[src/rtl/ugng_pkg.sv]
// Package for the uniform grid neighbour gather block: constants, codes, types and helpers.
`timescale 1ns / 1ps

package ugng_pkg;

   localparam int MAX_COLS       = 32;
   localparam int MAX_ROWS       = 32;
   localparam int CELL_CAPACITY  = 16;
   localparam int MAX_NEIGHBOURS = 64;

   localparam int GRID_CELLS  = (MAX_COLS + 2) * (MAX_ROWS + 2);
   localparam int ENTRY_DEPTH = GRID_CELLS * CELL_CAPACITY;

   localparam int CELL_ADDR_W  = $clog2(GRID_CELLS);
   localparam int ENTRY_ADDR_W = $clog2(ENTRY_DEPTH);
   localparam int COUNT_W      = $clog2(CELL_CAPACITY + 1);
   localparam int NCOUNT_W     = $clog2(MAX_NEIGHBOURS + 1);
   localparam int COORD_W      = 6;

   localparam int ID_W    = 16;
   localparam int POS_W   = 24;
   localparam int HALF_W  = 23;
   localparam int SCALE_W = 20;
   localparam int NMAX_W  = 7;

   localparam int MUL_A_W = POS_W + 1;
   localparam int MUL_B_W = SCALE_W + 1;
   localparam int MUL_P_W = MUL_A_W + MUL_B_W;
   localparam int FRAC_W  = 24;

   localparam int CSR_ADDR_W = 5;
   localparam int CSR_DATA_W = 32;

   // Operation codes
   localparam logic [1:0] OP_CLEAR  = 2'd0;
   localparam logic [1:0] OP_INSERT = 2'd1;
   localparam logic [1:0] OP_QUERY  = 2'd2;

   // Status codes
   localparam logic [1:0] STATUS_OK   = 2'd0;
   localparam logic [1:0] STATUS_FULL = 2'd1;
   localparam logic [1:0] STATUS_SAT  = 2'd2;

   // Register indexes
   localparam logic [2:0] REG_GRID_COLS    = 3'd0;
   localparam logic [2:0] REG_GRID_ROWS    = 3'd1;
   localparam logic [2:0] REG_HALF_WORLD_X = 3'd2;
   localparam logic [2:0] REG_HALF_WORLD_Y = 3'd3;
   localparam logic [2:0] REG_SCALE_X      = 3'd4;
   localparam logic [2:0] REG_SCALE_Y      = 3'd5;
   localparam logic [2:0] REG_NEIGHBOURS   = 3'd6;

   typedef struct packed {
      logic [COORD_W-1:0] cols;
      logic [COORD_W-1:0] rows;
      logic [HALF_W-1:0]  half_x;
      logic [HALF_W-1:0]  half_y;
      logic [SCALE_W-1:0] scale_x;
      logic [SCALE_W-1:0] scale_y;
      logic [NMAX_W-1:0]  nmax;
   } cfg_type;

   typedef struct packed {
      logic                    cnt_we;
      logic [CELL_ADDR_W-1:0]  cnt_waddr;
      logic [COUNT_W-1:0]      cnt_wdata;
      logic [CELL_ADDR_W-1:0]  cnt_raddr;
      logic                    ent_we;
      logic [ENTRY_ADDR_W-1:0] ent_waddr;
      logic [ID_W-1:0]         ent_wdata;
      logic [ENTRY_ADDR_W-1:0] ent_raddr;
   } store_cmd_type;

   // Turns a scaled product into an interior coordinate; bit COORD_W is the saturation flag.
   function automatic logic [COORD_W:0] axis_cell(logic signed [MUL_P_W-1:0] p,
                                                  logic [COORD_W-1:0] lim);
      logic               sat;
      logic [COORD_W-1:0] c;
      if (p[MUL_P_W-1]) begin
         c   = COORD_W'(1);
         sat = !((&p[MUL_P_W-1:FRAC_W]) && (|p[FRAC_W-1:0]));
      end else if (p[MUL_P_W-1:FRAC_W] >= (MUL_P_W-FRAC_W)'(lim)) begin
         c   = lim;
         sat = 1'b1;
      end else begin
         c   = p[FRAC_W+COORD_W-1:FRAC_W] + COORD_W'(1);
         sat = 1'b0;
      end
      return {sat, c};
   endfunction

endpackage

[src/rtl/ugng_csr.sv]
// Configuration register file with an APB-style write and read port.
`timescale 1ns / 1ps

module ugng_csr (
   input  logic                                clock,
   input  logic                                reset,
   input  logic                                csr_psel,
   input  logic                                csr_penable,
   input  logic                                csr_pwrite,
   input  logic [ugng_pkg::CSR_ADDR_W-1:0]     csr_paddr,
   input  logic [ugng_pkg::CSR_DATA_W-1:0]     csr_pwdata,
   output logic [ugng_pkg::CSR_DATA_W-1:0]     csr_prdata,
   output logic                                csr_pready,
   output ugng_pkg::cfg_type                   cfg
);

   logic [ugng_pkg::COORD_W-1:0] cols_ff, rows_ff;
   logic [ugng_pkg::HALF_W-1:0]  half_x_ff, half_y_ff;
   logic [ugng_pkg::SCALE_W-1:0] scale_x_ff, scale_y_ff;
   logic [ugng_pkg::NMAX_W-1:0]  nmax_ff;
   logic [2:0]                   reg_index;
   logic                         wr_en;

   assign reg_index  = csr_paddr[4:2];
   assign csr_pready = 1'b1;
   assign wr_en      = csr_psel && csr_penable && csr_pwrite;

   always_ff @(posedge clock) begin
      if (reset) begin
         cols_ff    <= ugng_pkg::COORD_W'(32);
         rows_ff    <= ugng_pkg::COORD_W'(32);
         half_x_ff  <= '0;
         half_y_ff  <= '0;
         scale_x_ff <= '0;
         scale_y_ff <= '0;
         nmax_ff    <= ugng_pkg::NMAX_W'(16);
      end else if (wr_en) begin
         case (reg_index)
            ugng_pkg::REG_GRID_COLS:    cols_ff    <= csr_pwdata[ugng_pkg::COORD_W-1:0];
            ugng_pkg::REG_GRID_ROWS:    rows_ff    <= csr_pwdata[ugng_pkg::COORD_W-1:0];
            ugng_pkg::REG_HALF_WORLD_X: half_x_ff  <= csr_pwdata[ugng_pkg::HALF_W-1:0];
            ugng_pkg::REG_HALF_WORLD_Y: half_y_ff  <= csr_pwdata[ugng_pkg::HALF_W-1:0];
            ugng_pkg::REG_SCALE_X:      scale_x_ff <= csr_pwdata[ugng_pkg::SCALE_W-1:0];
            ugng_pkg::REG_SCALE_Y:      scale_y_ff <= csr_pwdata[ugng_pkg::SCALE_W-1:0];
            ugng_pkg::REG_NEIGHBOURS:   nmax_ff    <= csr_pwdata[ugng_pkg::NMAX_W-1:0];
            default: ;
         endcase
      end
   end

   always_comb begin
      case (reg_index)
         ugng_pkg::REG_GRID_COLS:    csr_prdata = ugng_pkg::CSR_DATA_W'(cols_ff);
         ugng_pkg::REG_GRID_ROWS:    csr_prdata = ugng_pkg::CSR_DATA_W'(rows_ff);
         ugng_pkg::REG_HALF_WORLD_X: csr_prdata = ugng_pkg::CSR_DATA_W'(half_x_ff);
         ugng_pkg::REG_HALF_WORLD_Y: csr_prdata = ugng_pkg::CSR_DATA_W'(half_y_ff);
         ugng_pkg::REG_SCALE_X:      csr_prdata = ugng_pkg::CSR_DATA_W'(scale_x_ff);
         ugng_pkg::REG_SCALE_Y:      csr_prdata = ugng_pkg::CSR_DATA_W'(scale_y_ff);
         ugng_pkg::REG_NEIGHBOURS:   csr_prdata = ugng_pkg::CSR_DATA_W'(nmax_ff);
         default:                    csr_prdata = '0;
      endcase
   end

   // Out-of-range sizes and limits are pulled into their legal ranges here.
   always_comb begin
      cfg.cols = (cols_ff == '0) ? ugng_pkg::COORD_W'(1) :
                 (cols_ff > ugng_pkg::COORD_W'(ugng_pkg::MAX_COLS)) ?
                 ugng_pkg::COORD_W'(ugng_pkg::MAX_COLS) : cols_ff;
      cfg.rows = (rows_ff == '0) ? ugng_pkg::COORD_W'(1) :
                 (rows_ff > ugng_pkg::COORD_W'(ugng_pkg::MAX_ROWS)) ?
                 ugng_pkg::COORD_W'(ugng_pkg::MAX_ROWS) : rows_ff;
      cfg.nmax = (nmax_ff == '0) ? ugng_pkg::NMAX_W'(1) :
                 (nmax_ff > ugng_pkg::NMAX_W'(ugng_pkg::MAX_NEIGHBOURS)) ?
                 ugng_pkg::NMAX_W'(ugng_pkg::MAX_NEIGHBOURS) : nmax_ff;
      cfg.half_x  = half_x_ff;
      cfg.half_y  = half_y_ff;
      cfg.scale_x = scale_x_ff;
      cfg.scale_y = scale_y_ff;
   end

endmodule

[config.mk]
export PLATFORM = sky130hd
export DESIGN_NAME = ugng_csr
export DESIGN_NICKNAME = d
export VERILOG_FILES = /design/src/rtl/ugng_pkg.sv /design/src/rtl/ugng_csr.sv
export SDC_FILE = /design/constraint.sdc
export NUM_CORES = 1
export LEC_CHECK = 0
export BUFFER_PORTS_ARGS = -buffer_cell sky130_fd_sc_hd__clkbuf_2
export CAP_MARGIN = 20
export CORE_AREA = 3 3 137 125
export CTS_BUF_LIST = sky130_fd_sc_hd__clkbuf_2 sky130_fd_sc_hd__clkbuf_4 sky130_fd_sc_hd__clkbuf_8
export CTS_CLUSTER_DIAMETER = 30
export DETAILED_ROUTE_END_ITERATION = 8
export DIE_AREA = 0 0 140 128
export PLACE_DENSITY = 0.6
export SETUP_SLACK_MARGIN = 0.05
export SLEW_MARGIN = 20
export SYNTH_ARGS = -nofsm -noshare
export SYNTH_HDL_FRONTEND = slang
export SYNTH_SLANG_ARGS = --single-unit
[constraint.sdc]
create_clock -name clock -period 1.6 [get_ports clock]
set_input_delay 0.32 -clock clock [delete_from_list [all_inputs] [get_ports clock]]
set_output_delay 0.32 -clock clock [all_outputs]
set_load 0.1 [all_outputs]
==> PnR_summary.wiki <==
{| class="wikitable"
! Metric !! Value
|-
| Outcome || finished, violations left
|-
| Failing checks || setup timing
|-
| Final-stage net count || 773
|-
| Initial antenna violation count || 0
|-
| Reg clk slew, reported paths || 0.10 ns
|-
| Cts bufs inserted || 9
|-
| Maximum vdd ir drop || 0.000430 V
|-
| Path type of the worst setup path || flop to primary output
|-
| Dominant combinational cell family by area after synthesis || multiplexers
|-
| P_leak || 3.98 nW
|-
| Master cell of the clock root buffer || sky130_fd_sc_hd__clkbuf_8
|-
| Number of clock sinks || 105
|-
| Area share of xor/xnor cells in the synthesized design || 0%
|-
| Yosys Warn Count || 0
|-
| # DRC || 0
|-
| Sequential element share of the synthesized area || 40.6%
|-
| Final cell count without fillers || 938
|-
| Clock tree from TritonCTS || built
|-
| Die height || 128 um
|-
| Sort of element at the end of the critical path || primary output
|-
| Area fraction of the dominant cell type after synthesis || 40.6%
|-
| Number of enable-type register cells in the synthesized netlist || 0
|-
| Unique cell type count in the Yosys netlist || 30
|-
| Area fraction in and, or, nand and nor cells after synthesis || 20.4%
|-
| Top area cells in the synthesized netlist || sky130_fd_sc_hd__dfxtp_1 (41%), sky130_fd_sc_hd__mux2i_1 (24%), sky130_fd_sc_hd__nand2b_1 (15%)
|-
| P&R area growth vs syn || 72.1%
|-
| Number of instances in the synthesized netlist || 522
|-
| GRT Util Overall || 19.2%
|-
| Crit share post-route || 117%
|-
| Post-route clock skew || 0 ns
|-
| Count of input and output buffers || 158
|-
| Iteration-0 DRC Markers || 196
|-
| Share of the synthesized area in compound gates (AO/OA/AOI/OAI) || 8.05%
|-
| Cell Area, Synth || 5180 um^2
|-
| Max Fanout on Critical Path || 2
|-
| Total wirelength of the detailed-routed design || 17500 um
|-
| Final worst slack || -0.268 ns
|-
| Share of post-route cells with drive strength above 1 || 62.4%
|-
| Top cells by instance count after synthesis || sky130_fd_sc_hd__mux2i_1 (126), sky130_fd_sc_hd__nand2b_1 (126), sky130_fd_sc_hd__dfxtp_1 (105), sky130_fd_sc_hd__clkbuf_1 (21), sky130_fd_sc_hd__a221oi_1 (19)
|-
| Core Area || 15600 um^2
|-
| Crit path arrival time || 1.55 ns
|-
| DR WL/cell || 18.6 um
|-
| Setup violation total in the final timing report || 23
|-
| Data required time of the critical path || 1.28 ns
|-
| Adder-cell area share of the yosys netlist || 0%
|-
| Mux contribution to synthesized area || 24.6%
|-
| Pre-CTS setup slack || -0.307 ns
|-
| Floorplan die width || 140 um
|-
| DIE AREA || 17900 um^2
|-
| Cell area power density || 649 nW/um^2
|-
| Overall overflow remaining after global route || 0
|-
| Average size of a mapped cell || 9.92 um^2
|-
| Initial core utilization || 33.2%
|-
| # placed instances || 904
|-
| Number of detailed-route iterations in the first pass || 4
|-
| # Max-Cap Violations || 0
|-
| Final number of hold-violating endpoints || 0
|-
| Post-detailed-route count of antenna-violating nets || 0
|-
| Final weighted congestion of routability-driven global placement || 0.851
|-
| Total of flip-flops plus latches after synthesis || 105
|-
| Sort of element at the start of the critical path || flop
|-
| Largest buffer count on any clock path || 2
|-
| Prevailing post-synth register cell || sky130_fd_sc_hd__dfxtp_1
|-
| Clock Latency Late Sink || 0.38 ns
|-
| Diode count || 0
|-
| Total vias in the final route || 4618
|-
| Global-route wire length before repair || 27200 um
|-
| Largest net degree at the start of global routing || 50
|-
| Final HPWL from detailed placement || 12600 um
|-
| Maximum level of the CTS H-tree || 3
|-
| Fin. max-slew vios || 0
|-
| Top-level I/O count || 180
|-
| Kind of path behind the tightest hold check || input port to flop
|-
| Final critical path time including I/O delays and setup || 1.87 ns
|-
| RSZ-0062 raised after global routing || yes
|-
| Filler instances || 1307
|-
| Number of global-route vias before repair || 4900
|-
| Maximum clock frequency || 535 MHz
|-
| Fraction of registers with async set or reset after synthesis || 0%
|-
| Library cell with the largest summed area after synthesis || sky130_fd_sc_hd__dfxtp_1
|-
| Detail-routed via count per cell || 4.92
|-
| Cell row count || 43
|}
-- layout by cell type, fill, tap and decap left out, drive strengths merged --
cell type,n
buf,155
dfxtp,105
bufinv,2
a221o,1
nand3b,1
nor3b,1
nor2b,17
conb,10
o221a,6
a21oi,14
mux2,1
o21ai,1
a221oi,19
nand2b,126
inv,8
clkinvlp,2
and4,1
and4b,1
clkbuf,97
nor4,2
nor2,15
nand2,7
and2,2
mux2i,126
clkinv,1
a22oi,13
nor3,1
nand3,1
-- state kept, by name (all words and copies together) (netlist names) --
signal	count
half_x_ff	23
half_y_ff	23
scale_x_ff	20
scale_y_ff	20
nmax_ff	7
cols_ff	6
rows_ff	6
-- where the power goes --
| part | internal (mW) | switching (mW) |
|---|---|---|
| clock network | 0.880 | 0.961 |
| registers | 2.61 | 0.0209 |
| logic | 0.488 | 0.825 |
-- worst max-delay path, cell delays in order (launching register included) --
cell and delay [ns]:
sky130_fd_sc_hd__dfxtp_4 0.35, sky130_fd_sc_hd__mux2_4 0.27, sky130_fd_sc_hd__a221o_4 0.37, sky130_fd_sc_hd__buf_12 0.17
-- worst paths after layout --
check                                    start  slack, ns             to  cells after the start
worst min-delay path            csr_pwdata[21]       0.19  half_x_ff[21]                      3
worst max register to register      rows_ff[0]       0.75     rows_ff[0]                      4
worst min register to register   half_x_ff[15]       0.49  half_x_ff[15]                      2
worst max-delay path             scale_x_ff[6]      -0.27  csr_prdata[6]                      3
-- repair_timing --
item                       4_1_cts  5_1_grt
hold buffers                     0        0
setup endpoints to repair       95       68
pin swaps                       13       14
gates resized for setup        124       76
cloned                           2        1
buffers inserted                17        5
-- through the flow --
step	util, %	area, um^2	hold slack, ns	TNS, ns	power [mW]
final	57.1	8910	0.186	-4.80	5.78
after floorplan	-	5990	0.465	-7.79	3.56
after CTS	56.0	8730	0.163	-4.77	5.81
after detailed placement	50.8	7930	0.474	-10.06	3.91
after global routing	57.1	8910	0.192	-6.12	5.99
after global placement	50.8	7930	0.464	-8.30	3.90
-- layout make-up --
| cell class | count | area (um^2) | share of cell area, % |
|---|---|---|---|
| clock buffers | 9 | 124 | 1.39 |
| inverters | 6 | 22.5 | 0.253 |
| flip-flops and latches | 105 | 2270 | 25.5 |
| repair buffers | 243 | 2590 | 29.1 |
| well taps | 202 | 253 | 2.84 |
| clock inverters | 7 | 92.6 | 1.04 |
| multi-input cells | 366 | 3550 | 39.9 |
-- per-layer routing --
metal,GRT usage (%),wire (um)
met2,32.2,8600
met1,24.7,7840
met3,4.63,775
met4,5.81,275
met5,0,0
-- kinds of logic (layout without fill, tap and decap cells) --
group                  Yosys count  count (layout)
other                            2              10
buffers and inverters           59             265
DFF                            105             105
AOI/OAI and AO/OA               54              54
and+or+nand+nor                175             175
muxes                          127             127
(Power assumes the default switching activity.)
